## src/hw/rtl/rtbm_pkg.sv

```systemverilog
// Types and constants of the raw two-wire bit master.
package rtbm_pkg;

   localparam int unsigned MAX_BITS    = 32;
   localparam int unsigned WORD_W      = 32;
   localparam int unsigned BITS_W      = 6;
   localparam int unsigned BIT_IDX_W   = 5;
   localparam int unsigned WAIT_W      = 17;
   localparam int unsigned HALF_W      = 16;
   localparam int unsigned QUEUE_DEPTH = 4;
   localparam int unsigned QPTR_W      = 2;
   localparam int unsigned QCNT_W      = 3;

   localparam logic [HALF_W-1:0] HALF_PERIOD_RESET = 16'd500;
   localparam logic [BITS_W-1:0] BIT_COUNT_RESET   = 6'd8;

   // Configuration register indexes.
   localparam logic [1:0] CSR_HALF_PERIOD = 2'd0;
   localparam logic [1:0] CSR_BIT_COUNT   = 2'd1;
   localparam logic [1:0] CSR_OPEN_DRAIN  = 2'd2;

   // Highest request code that means something.
   localparam logic [3:0] REQ_LAST = 4'd11;

   // Step phases of a timed sequence.
   localparam logic [1:0] PH_SETUP = 2'd0;
   localparam logic [1:0] PH_HIGH  = 2'd1;
   localparam logic [1:0] PH_TAIL  = 2'd2;

   typedef enum logic [3:0] {
      CMD_TICK    = 4'd0,
      CMD_START   = 4'd1,
      CMD_STOP    = 4'd2,
      CMD_WRITE   = 4'd3,
      CMD_READ    = 4'd4,
      CMD_CLKHI   = 4'd5,
      CMD_CLKLO   = 4'd6,
      CMD_DATHI   = 4'd7,
      CMD_DATLO   = 4'd8,
      CMD_SAMPLE  = 4'd9,
      CMD_PULSE   = 4'd10,
      CMD_BITREAD = 4'd11,
      CMD_IGNORE  = 4'd12
   } cmd_type;

   typedef enum logic [2:0] {
      SEQ_IDLE,
      SEQ_START,
      SEQ_STOP,
      SEQ_WRITE,
      SEQ_READ,
      SEQ_PULSE,
      SEQ_BITREAD
   } seq_type;

   typedef struct packed {
      logic [3:0]        req_type;
      logic [WORD_W-1:0] write_word;
      logic              line_level;
   } req_item_type;

   typedef struct packed {
      logic              clock_level;
      logic              data_level;
      logic              data_enable;
      logic              busy_res;
      logic [WORD_W-1:0] read_word;
      logic              read_valid;
      logic              cmd_rejected;
   } rsp_item_type;

   typedef struct packed {
      cmd_type           cmd;
      logic [WORD_W-1:0] word;
      logic              lvl;
   } cmd_item_type;

   typedef struct packed {
      logic valid;
      logic full;
   } queue_status_type;

endpackage

```

## src/hw/rtl/raw_two_wire_bit_master_top.sv

```systemverilog
// Raw two-wire bit master: takes one request per clock while the queue is not
// full (a microsecond tick or a bus command) and returns one response per
// request showing the clock and data line drive, busy flag, read result and
// rejection flag after that request. Requests pass through a four-entry queue
// and the response register; the sustained rate is one request per cycle while
// responses are taken, limited by the engine's single state update per cycle.
// The engine takes the next request in the same cycle that a waiting response
// is taken. Configuration writes are accepted in any cycle and must be made
// only while no request is outstanding.
module raw_two_wire_bit_master_top
   import rtbm_pkg::*;
(
   input  logic              clock,
   input  logic              reset,
   input  logic              req_valid,
   output logic              req_ready,
   input  req_item_type      req_data,
   output logic              rsp_valid,
   input  logic              rsp_ready,
   output rsp_item_type      rsp_data,
   input  logic              csr_valid,
   output logic              csr_ready,
   input  logic [1:0]        csr_index,
   input  logic [HALF_W-1:0] csr_wdata
);

   queue_status_type q_status;
   logic             push;
   logic             pop;
   cmd_item_type     push_item;
   cmd_item_type     head_item;

   rtbm_front u_front (
      .req_valid (req_valid),
      .req_ready (req_ready),
      .req_data  (req_data),
      .q_status  (q_status),
      .push      (push),
      .push_item (push_item)
   );

   rtbm_queue u_queue (
      .clock     (clock),
      .reset     (reset),
      .push      (push),
      .push_item (push_item),
      .pop       (pop),
      .head_item (head_item),
      .q_status  (q_status)
   );

   rtbm_back u_back (
      .clock     (clock),
      .reset     (reset),
      .csr_valid (csr_valid),
      .csr_ready (csr_ready),
      .csr_index (csr_index),
      .csr_wdata (csr_wdata),
      .q_status  (q_status),
      .head_item (head_item),
      .pop       (pop),
      .rsp_valid (rsp_valid),
      .rsp_ready (rsp_ready),
      .rsp_data  (rsp_data)
   );

endmodule

```

## src/hw/rtl/rtbm_front.sv

```systemverilog
// Request front end: classifies each request and pushes it into the queue.
module rtbm_front
   import rtbm_pkg::*;
(
   input  logic             req_valid,
   output logic             req_ready,
   input  req_item_type     req_data,
   input  queue_status_type q_status,
   output logic             push,
   output cmd_item_type     push_item
);

   always_comb begin
      push_item.word = req_data.write_word;
      push_item.lvl  = req_data.line_level;
      if (req_data.req_type <= REQ_LAST) begin
         push_item.cmd = cmd_type'(req_data.req_type);
      end else begin
         push_item.cmd = CMD_IGNORE;
      end
   end

   assign req_ready = !q_status.full;
   assign push      = req_valid && !q_status.full;

endmodule

```

## src/hw/rtl/rtbm_queue.sv

```systemverilog
// Short queue of classified requests between the front end and the engine.
module rtbm_queue
   import rtbm_pkg::*;
(
   input  logic             clock,
   input  logic             reset,
   input  logic             push,
   input  cmd_item_type     push_item,
   input  logic             pop,
   output cmd_item_type     head_item,
   output queue_status_type q_status
);

   cmd_item_type            slot_ff [QUEUE_DEPTH];
   logic [QPTR_W-1:0]       wr_ptr_ff, wr_ptr_in;
   logic [QPTR_W-1:0]       rd_ptr_ff, rd_ptr_in;
   logic [QCNT_W-1:0]       count_ff, count_in;

   always_comb begin
      wr_ptr_in = push ? wr_ptr_ff + 1'b1 : wr_ptr_ff;
      rd_ptr_in = pop ? rd_ptr_ff + 1'b1 : rd_ptr_ff;
      count_in  = count_ff;
      if (push && !pop) begin
         count_in = count_ff + 1'b1;
      end else if (pop && !push) begin
         count_in = count_ff - 1'b1;
      end
   end

   always_ff @(posedge clock) begin
      if (reset) begin
         wr_ptr_ff <= '0;
         rd_ptr_ff <= '0;
         count_ff  <= '0;
      end else begin
         wr_ptr_ff <= wr_ptr_in;
         rd_ptr_ff <= rd_ptr_in;
         count_ff  <= count_in;
      end
   end

   always_ff @(posedge clock) begin
      if (push) begin
         slot_ff[wr_ptr_ff] <= push_item;
      end
   end

   assign head_item      = slot_ff[rd_ptr_ff];
   assign q_status.valid = (count_ff != '0);
   assign q_status.full  = (count_ff == QCNT_W'(QUEUE_DEPTH));

endmodule

```

## src/hw/rtl/rtbm_back.sv

```systemverilog
// Bus engine: configuration registers, waveform sequencer and response register.
module rtbm_back
   import rtbm_pkg::*;
(
   input  logic             clock,
   input  logic             reset,
   input  logic             csr_valid,
   output logic             csr_ready,
   input  logic [1:0]       csr_index,
   input  logic [HALF_W-1:0] csr_wdata,
   input  queue_status_type q_status,
   input  cmd_item_type     head_item,
   output logic             pop,
   output logic             rsp_valid,
   input  logic             rsp_ready,
   output rsp_item_type     rsp_data
);

   logic [HALF_W-1:0]    half_period_ff;
   logic [BITS_W-1:0]    bit_count_ff;
   logic                 open_drain_ff;

   seq_type              active_ff, active_in;
   logic [1:0]           phase_ff, phase_in;
   logic [WAIT_W-1:0]    wait_ff, wait_in;
   logic [BITS_W-1:0]    bits_ff, bits_in;
   logic [WORD_W-1:0]    shift_ff, shift_in;
   logic                 clk_ff, clk_in;
   logic                 dat_ff, dat_in;
   logic                 drv_ff, drv_in;

   logic                 rsp_valid_ff, rsp_valid_in;
   rsp_item_type         rsp_data_ff, rsp_data_in;

   logic [WAIT_W-1:0]    half_wait;
   logic [WAIT_W-1:0]    full_wait;
   logic [BITS_W-1:0]    n_bits;
   logic [BITS_W-1:0]    n_m1;
   logic [BITS_W-1:0]    bits_dec;
   logic [BITS_W-1:0]    bits_dec_m1;
   logic [WORD_W-1:0]    shift_next;
   logic [WORD_W-1:0]    rd_word;
   logic                 rd_valid;
   logic                 rejected;

   assign csr_ready = 1'b1;

   always_ff @(posedge clock) begin
      if (reset) begin
         half_period_ff <= HALF_PERIOD_RESET;
         bit_count_ff   <= BIT_COUNT_RESET;
         open_drain_ff  <= 1'b0;
      end else if (csr_valid) begin
         case (csr_index)
            CSR_HALF_PERIOD: half_period_ff <= csr_wdata;
            CSR_BIT_COUNT:   bit_count_ff   <= csr_wdata[BITS_W-1:0];
            CSR_OPEN_DRAIN:  open_drain_ff  <= csr_wdata[0];
            default: ;
         endcase
      end
   end

   assign half_wait = WAIT_W'(half_period_ff);
   assign full_wait = WAIT_W'({half_period_ff, 1'b0});
   assign n_bits    = (bit_count_ff > BITS_W'(MAX_BITS)) ? BITS_W'(MAX_BITS) : bit_count_ff;
   assign n_m1      = n_bits - 1'b1;

   // A new request is taken when the response register is free or being emptied.
   assign pop = q_status.valid && (!rsp_valid_ff || rsp_ready);

   always_comb begin
      active_in   = active_ff;
      phase_in    = phase_ff;
      wait_in     = wait_ff;
      bits_in     = bits_ff;
      shift_in    = shift_ff;
      clk_in      = clk_ff;
      dat_in      = dat_ff;
      drv_in      = drv_ff;
      rd_word     = '0;
      rd_valid    = 1'b0;
      rejected    = 1'b0;
      bits_dec    = (bits_ff != '0) ? bits_ff - 1'b1 : bits_ff;
      bits_dec_m1 = bits_dec - 1'b1;
      shift_next  = (active_ff == SEQ_READ) ? {shift_ff[WORD_W-2:0], head_item.lvl}
                                            : shift_ff;

      if (pop) begin
         case (head_item.cmd)
            CMD_TICK: begin
               if (active_ff != SEQ_IDLE) begin
                  if (wait_ff > WAIT_W'(1)) begin
                     wait_in = wait_ff - 1'b1;
                  end else begin
                     case (active_ff)
                        SEQ_START: begin
                           if (phase_ff == PH_SETUP) begin
                              dat_in   = 1'b0;
                              phase_in = PH_HIGH;
                              wait_in  = half_wait;
                           end else begin
                              clk_in    = 1'b0;
                              dat_in    = 1'b0;
                              active_in = SEQ_IDLE;
                              phase_in  = PH_SETUP;
                              wait_in   = '0;
                           end
                        end
                        SEQ_STOP: begin
                           if (phase_ff == PH_SETUP) begin
                              dat_in   = 1'b1;
                              phase_in = PH_HIGH;
                              wait_in  = half_wait;
                           end else begin
                              active_in = SEQ_IDLE;
                              phase_in  = PH_SETUP;
                              wait_in   = '0;
                           end
                        end
                        SEQ_WRITE, SEQ_READ: begin
                           if (phase_ff == PH_SETUP) begin
                              clk_in   = 1'b1;
                              phase_in = PH_HIGH;
                              wait_in  = half_wait;
                           end else begin
                              shift_in = shift_next;
                              clk_in   = 1'b0;
                              bits_in  = bits_dec;
                              if (bits_dec != '0) begin
                                 if (active_ff == SEQ_WRITE) begin
                                    dat_in = shift_ff[bits_dec_m1[BIT_IDX_W-1:0]];
                                 end
                                 phase_in = PH_SETUP;
                                 wait_in  = half_wait;
                              end else begin
                                 if (active_ff == SEQ_READ) begin
                                    rd_valid = 1'b1;
                                    rd_word  = shift_next;
                                 end
                                 active_in = SEQ_IDLE;
                                 phase_in  = PH_SETUP;
                                 wait_in   = '0;
                              end
                           end
                        end
                        SEQ_PULSE, SEQ_BITREAD: begin
                           if (phase_ff == PH_SETUP) begin
                              clk_in   = 1'b1;
                              phase_in = PH_HIGH;
                              wait_in  = half_wait;
                           end else if (phase_ff == PH_HIGH) begin
                              // The bit is taken on the falling clock edge.
                              if (active_ff == SEQ_BITREAD) begin
                                 shift_in = WORD_W'(head_item.lvl);
                              end
                              clk_in   = 1'b0;
                              phase_in = PH_TAIL;
                              wait_in  = full_wait;
                           end else begin
                              if (active_ff == SEQ_BITREAD) begin
                                 rd_valid = 1'b1;
                                 rd_word  = WORD_W'(shift_ff[0]);
                              end
                              active_in = SEQ_IDLE;
                              phase_in  = PH_SETUP;
                              wait_in   = '0;
                           end
                        end
                        default: begin
                           active_in = SEQ_IDLE;
                           phase_in  = PH_SETUP;
                           wait_in   = '0;
                        end
                     endcase
                  end
               end
            end
            CMD_IGNORE: ;
            default: begin
               if (active_ff != SEQ_IDLE) begin
                  rejected = 1'b1;
               end else begin
                  case (head_item.cmd)
                     CMD_START: begin
                        drv_in    = 1'b1;
                        dat_in    = 1'b1;
                        clk_in    = 1'b1;
                        active_in = SEQ_START;
                        phase_in  = PH_SETUP;
                        wait_in   = half_wait;
                     end
                     CMD_STOP: begin
                        drv_in    = 1'b1;
                        dat_in    = 1'b0;
                        clk_in    = 1'b1;
                        active_in = SEQ_STOP;
                        phase_in  = PH_SETUP;
                        wait_in   = half_wait;
                     end
                     CMD_WRITE: begin
                        drv_in   = 1'b1;
                        clk_in   = 1'b0;
                        shift_in = head_item.word;
                        bits_in  = n_bits;
                        if (n_bits != '0) begin
                           dat_in    = head_item.word[n_m1[BIT_IDX_W-1:0]];
                           active_in = SEQ_WRITE;
                           phase_in  = PH_SETUP;
                           wait_in   = half_wait;
                        end
                     end
                     CMD_READ: begin
                        drv_in   = 1'b0;
                        shift_in = '0;
                        bits_in  = n_bits;
                        if (n_bits == '0) begin
                           rd_valid = 1'b1;
                        end else begin
                           active_in = SEQ_READ;
                           phase_in  = PH_SETUP;
                           wait_in   = half_wait;
                        end
                     end
                     CMD_CLKHI: clk_in = 1'b1;
                     CMD_CLKLO: clk_in = 1'b0;
                     CMD_DATHI: begin
                        drv_in = 1'b1;
                        dat_in = 1'b1;
                     end
                     CMD_DATLO: begin
                        drv_in = 1'b1;
                        dat_in = 1'b0;
                     end
                     CMD_SAMPLE: begin
                        drv_in   = 1'b0;
                        rd_valid = 1'b1;
                        rd_word  = WORD_W'(head_item.lvl);
                     end
                     CMD_PULSE: begin
                        active_in = SEQ_PULSE;
                        phase_in  = PH_SETUP;
                        wait_in   = full_wait;
                     end
                     CMD_BITREAD: begin
                        drv_in    = 1'b0;
                        active_in = SEQ_BITREAD;
                        phase_in  = PH_SETUP;
                        wait_in   = full_wait;
                     end
                     default: ;
                  endcase
               end
            end
         endcase
      end

      rsp_data_in.clock_level  = clk_in;
      rsp_data_in.data_level   = dat_in;
      rsp_data_in.data_enable  = drv_in && !(open_drain_ff && dat_in);
      rsp_data_in.busy_res     = (active_in != SEQ_IDLE);
      rsp_data_in.read_word    = rd_word;
      rsp_data_in.read_valid   = rd_valid;
      rsp_data_in.cmd_rejected = rejected;

      if (pop) begin
         rsp_valid_in = 1'b1;
      end else if (rsp_ready) begin
         rsp_valid_in = 1'b0;
      end else begin
         rsp_valid_in = rsp_valid_ff;
      end
   end

   always_ff @(posedge clock) begin
      if (reset) begin
         active_ff    <= SEQ_IDLE;
         phase_ff     <= PH_SETUP;
         wait_ff      <= '0;
         bits_ff      <= '0;
         shift_ff     <= '0;
         clk_ff       <= 1'b0;
         dat_ff       <= 1'b1;
         drv_ff       <= 1'b0;
         rsp_valid_ff <= 1'b0;
      end else begin
         active_ff    <= active_in;
         phase_ff     <= phase_in;
         wait_ff      <= wait_in;
         bits_ff      <= bits_in;
         shift_ff     <= shift_in;
         clk_ff       <= clk_in;
         dat_ff       <= dat_in;
         drv_ff       <= drv_in;
         rsp_valid_ff <= rsp_valid_in;
      end
   end

   always_ff @(posedge clock) begin
      if (pop) begin
         rsp_data_ff <= rsp_data_in;
      end
   end

   assign rsp_valid = rsp_valid_ff;
   assign rsp_data  = rsp_data_ff;

endmodule

```

## config.mk

```make
export PLATFORM = sky130hd
export DESIGN_NAME = raw_two_wire_bit_master_top
export DESIGN_NICKNAME = d
export VERILOG_FILES = /design/src/hw/rtl/rtbm_pkg.sv /design/src/hw/rtl/raw_two_wire_bit_master_top.sv /design/src/hw/rtl/rtbm_front.sv /design/src/hw/rtl/rtbm_queue.sv /design/src/hw/rtl/rtbm_back.sv
export SDC_FILE = /design/constraint.sdc
export NUM_CORES = 1
export LEC_CHECK = 0
export CAP_MARGIN = 40
export CORE_MARGIN = 5
export CORE_UTILIZATION = 45
export CTS_BUF_LIST = sky130_fd_sc_hd__clkbuf_16
export DETAILED_ROUTE_END_ITERATION = 8
export DONT_BUFFER_PORTS = 1
export PLACE_DENSITY = 0.68
export SYNTH_ARGS = -nofsm -noshare
export SYNTH_HDL_FRONTEND = slang
export SYNTH_SLANG_ARGS = --single-unit
```

## constraint.sdc

```tcl
create_clock -name clock -period 3.3 [get_ports clock]
set_input_delay 0.495 -clock clock [delete_from_list [all_inputs] [get_ports clock]]
set_output_delay 0.495 -clock clock [all_outputs]
set_load 0.02 [all_outputs]
```

==> impl_metrics.env <==
export IMPL_tritoncts="yes"
export IMPL_synth_edff_count=186
export IMPL_first_global_vias=10016
export IMPL_ioPinCount=101
export IMPL_area_delta_synth_final_pct=12.9
export IMPL_clock_tree_buffer_depth=3
export IMPL_netSwitchingPower_mw=5.78
export IMPL_synth_nets=1368
export IMPL_register_area_um2=7510
export IMPL_syn_inst=1295
export IMPL_timing_hold_violations_final=0
export IMPL_postCtsSetupRepairBufs=0
export IMPL_timing_hold_worst_path_depth=0
export IMPL_synth_flop_cell="sky130_fd_sc_hd__edfxtp_1"
export IMPL_postRouteAntennaNets=0
export IMPL_setup_viol=0
export IMPL_yosys_warnings=0
export IMPL_timing_reg2reg_worst_path_depth=9
export IMPL_cap_violations=0
export IMPL_final_setup_tns_ns=0
export IMPL_cts_made_buffers=30
export IMPL_floorplan_die_area_um2=35400
export IMPL_detail_route_drc_violations=0
export IMPL_layout_min_cycle_time_ns=3.14
export IMPL_gp_routability_congestion=0.908
export IMPL_ctsRootBufferMaster="sky130_fd_sc_hd__clkbuf_16"
export IMPL_outcome="complete, no violations"
export IMPL_crit_fanout=11
export IMPL_grt_setup_unrepaired="no"
export IMPL_drt_iter0_markers=1231
export IMPL_commonest_cells_after_routing_fill_and_taps_aside="sky130_fd_sc_hd__edfxtp_1, sky130_fd_sc_hd__nand2_1, sky130_fd_sc_hd__a21oi_1, sky130_fd_sc_hd__nor2_1, sky130_fd_sc_hd__dfxtp_1"
export IMPL_timing_final_crit_share=0.951
export IMPL_final_util=0.512
export IMPL_netlist_cell_type_count=92
export IMPL_total_number_of_nets_in_the_final_design=1397
export IMPL_yosysTopAreaCellShare=0.391
export IMPL_vias=10669
export IMPL_netlist_top_cell_by_area="sky130_fd_sc_hd__edfxtp_1"
export IMPL_initial_core_util=0.454
export IMPL_detailedPlace_worstSlack_ns=0.117
export IMPL_power_frac_clock=0.228
export IMPL_num_fill_cells=2657
export IMPL_numPortBuffers=0
export IMPL_worst_vdd_ir_uv=485
export IMPL_multiInputGateArea_um2=6250
export IMPL_hold_class="input port to register"
export IMPL_crit_arrival_ns=3.45
export IMPL_sequentialPowerShare=0.372
export IMPL_timing_worst_setup_path_type="register to register"
export IMPL_proportion_of_total_power_due_to_net_switching=0.400
export IMPL_timing_final_max_slew_violations=0
export IMPL_row_count=65
export IMPL_synth_seq_cells=282
export IMPL_p_leak_nw=5.50
export IMPL_cts_htree_levels=1
export IMPL_globalRoute_totalOverflow=0
export IMPL_proportion_of_power_drawn_by_combinational_gates=0.400
export IMPL_worst_pin_slew_ns=0.857
export IMPL_yosysSeqAreaShare=0.526
export IMPL_layout_commonest_cell="sky130_fd_sc_hd__edfxtp_1"
export IMPL_worstPathRequired_ns=3.61
export IMPL_wire_length_per_cell_after_detailed_routing_um=22.2
export IMPL_drive_above_1_share=0.146
export IMPL_first_pass_iters=6
export IMPL_floorplan_core_area_um2=31500
export IMPL_cts_reportedPaths_clkPinSlew_ns=0.06
export IMPL_insertion_delay_ns=0.57
export IMPL_critPathCaptureType="register"
export IMPL_ys_top_cells_by_area="sky130_fd_sc_hd__edfxtp_1, sky130_fd_sc_hd__dfxtp_1, sky130_fd_sc_hd__mux4_2"
export IMPL_critical_path_startpoint_type="register"
export IMPL_grt_pass1_wl_um=60100
export IMPL_die_span_y_um=188
export IMPL_antenna_found_initial=1
export IMPL_grt_max_degree=60
export IMPL_finalNonFillerCells=1748
export IMPL_share_of_flip_flops_with_an_asynchronous_set_or_reset_after_synthesis=0
export IMPL_track_usage=0.212
export IMPL_fmax_mhz=319
export IMPL_dp_hpwl_um=25200
export IMPL_clkSinkCount=282
export IMPL_skew_ns=0.0170
export IMPL_post_route_worst_setup_slack_ns=0.163
export IMPL_power_density_cell_area_nw_per_um2=896
export IMPL_die_width_um=188
export IMPL_power_internal_mw=8.66
export IMPL_placed_cells=1651
export IMPL_avgSynthCellArea_um2=11.0
export IMPL_mappedNetlistArea_um2=14300
export IMPL_drt_total_wl_um=38800
export IMPL_worst_slew_margin_relative_to_its_limit=0.427
export IMPL_vias_per_cell=6.10
[routing by layer]
metal	vias up	GRT usage	part of all wire
met1	5206	0.312	0.44
met4	0	0.0647	0.035
met5	-	0	0
met3	69	0.0339	0.075
met2	463	0.324	0.45
li1	4931	-	-
[cells by family (layout without fill, tap and decap cells)]
| group | after synthesis | after routing | synth area share |
|---|---|---|---|
| compound gates | 318 | 318 | 0.160 |
| xor+xnor | 21 | 21 | 0.0129 |
| fa+ha+maj | 13 | 13 | 0.0119 |
| buf+inv | 116 | 166 | 0.0388 |
| flops | 282 | 282 | 0.526 |
| mux | 82 | 82 | 0.0906 |
| other cells | 1 | 2 | 0.000263 |
| simple gates | 462 | 462 | 0.159 |
[Yosys cell counts, types with 9 or more instances]
master / instances
sky130_fd_sc_hd__nand3_1: 36
sky130_fd_sc_hd__buf_2: 16
sky130_fd_sc_hd__nand2b_1: 9
sky130_fd_sc_hd__a21oi_1: 108
sky130_fd_sc_hd__dfxtp_1: 96
sky130_fd_sc_hd__mux4_2: 37
sky130_fd_sc_hd__o22ai_1: 11
sky130_fd_sc_hd__a211oi_2: 27
sky130_fd_sc_hd__ha_1: 12
sky130_fd_sc_hd__o211ai_1: 12
sky130_fd_sc_hd__nor2b_1: 9
sky130_fd_sc_hd__xnor2_1: 9
sky130_fd_sc_hd__clkbuf_1: 52
sky130_fd_sc_hd__or3_1: 9
sky130_fd_sc_hd__o21ai_0: 32
sky130_fd_sc_hd__nand2_1: 155
sky130_fd_sc_hd__nor3_1: 34
sky130_fd_sc_hd__and3_1: 12
sky130_fd_sc_hd__inv_1: 23
sky130_fd_sc_hd__a221oi_1: 15
sky130_fd_sc_hd__a211oi_1: 14
sky130_fd_sc_hd__mux2i_1: 37
sky130_fd_sc_hd__o31ai_1: 10
sky130_fd_sc_hd__and2_1: 47
sky130_fd_sc_hd__xor2_1: 12
sky130_fd_sc_hd__a22o_1: 10
sky130_fd_sc_hd__a31oi_1: 9
sky130_fd_sc_hd__nor2_1: 99
sky130_fd_sc_hd__edfxtp_1: 186
sky130_fd_sc_hd__buf_6: 9
[worst paths after layout]
| kind | from | endpoint | slack (ns) |
|---|---|---|---|
| max reg2reg | register | u_back.rsp_data[34] | 0.16 |
| min reg2reg | u_back.half_period_ff[3] | u_back.half_period_ff[3] | 0.48 |
| min | req_data[9] | u_queue.slot_ff[0][9] | 0.01 |
| max | register | u_back.rsp_data[34] | 0.16 |
[stage by stage]
| step | hold WS [ns] | power, mW | area, µm² |
|---|---|---|---|
| floorplan | 0.449 | 9.45 | 14300 |
| global placement | 0.459 | 10.9 | 14700 |
| detailed placement | 0.471 | 11.0 | 14700 |
| CTS | 0.000489 | 14.4 | 16000 |
| global route | -0.00256 | 15.2 | 16100 |
| finish | 0.0112 | 14.4 | 16100 |
[state kept, by name, indices dropped and copies added (netlist names), 3 cells and up, named ones only]
signal,cells
u_back.active_ff,3
u_back.bit_count_ff,6
u_back.bits_ff,6
u_back.half_period_ff,16
u_back.rsp_data,38
u_back.shift_ff,32
u_back.wait_ff,17
u_queue.count_ff,3
u_queue.slot_ff,148
[power groups by stage]
stage	combinational (mW)	clock (mW)	sequential (mW)
after floorplan	4.28	0	5.17
after global placement	5.52	0	5.42
after detailed placement	5.58	0	5.44
after CTS	5.69	3.34	5.37
after global routing	6.30	3.51	5.44
final	5.78	3.29	5.38
[critical path, cell delays in order, from the launching register on]
cell	delay, ns
sky130_fd_sc_hd__dfxtp_2	0.45
sky130_fd_sc_hd__mux4_2	0.58
sky130_fd_sc_hd__nor2_4	0.22
sky130_fd_sc_hd__nand3_4	0.18
sky130_fd_sc_hd__inv_2	0.20
sky130_fd_sc_hd__buf_4	0.22
sky130_fd_sc_hd__nand3_1	0.15
sky130_fd_sc_hd__o31ai_1	0.37
sky130_fd_sc_hd__o31ai_1	0.17
sky130_fd_sc_hd__or3_1	0.33
[cell type report]
cell class,instances,area share
Antenna cell,1,0.000155
Sequential cell,282,0.466
Multi-Input combinational cell,897,0.388
Tap cell,402,0.0312
Clock inverter,23,0.0130
Timing Repair Buffer,87,0.0494
Clock buffer,30,0.0466
Inverter,26,0.00613
[timing repair]
action                     CTS  global route
hold buffers                34             9
hold endpoints to repair    86            22
setup endpoints to repair    0            12
gates resized for setup      0             3
No activity file was read; power rests on OpenSTA's default activity.
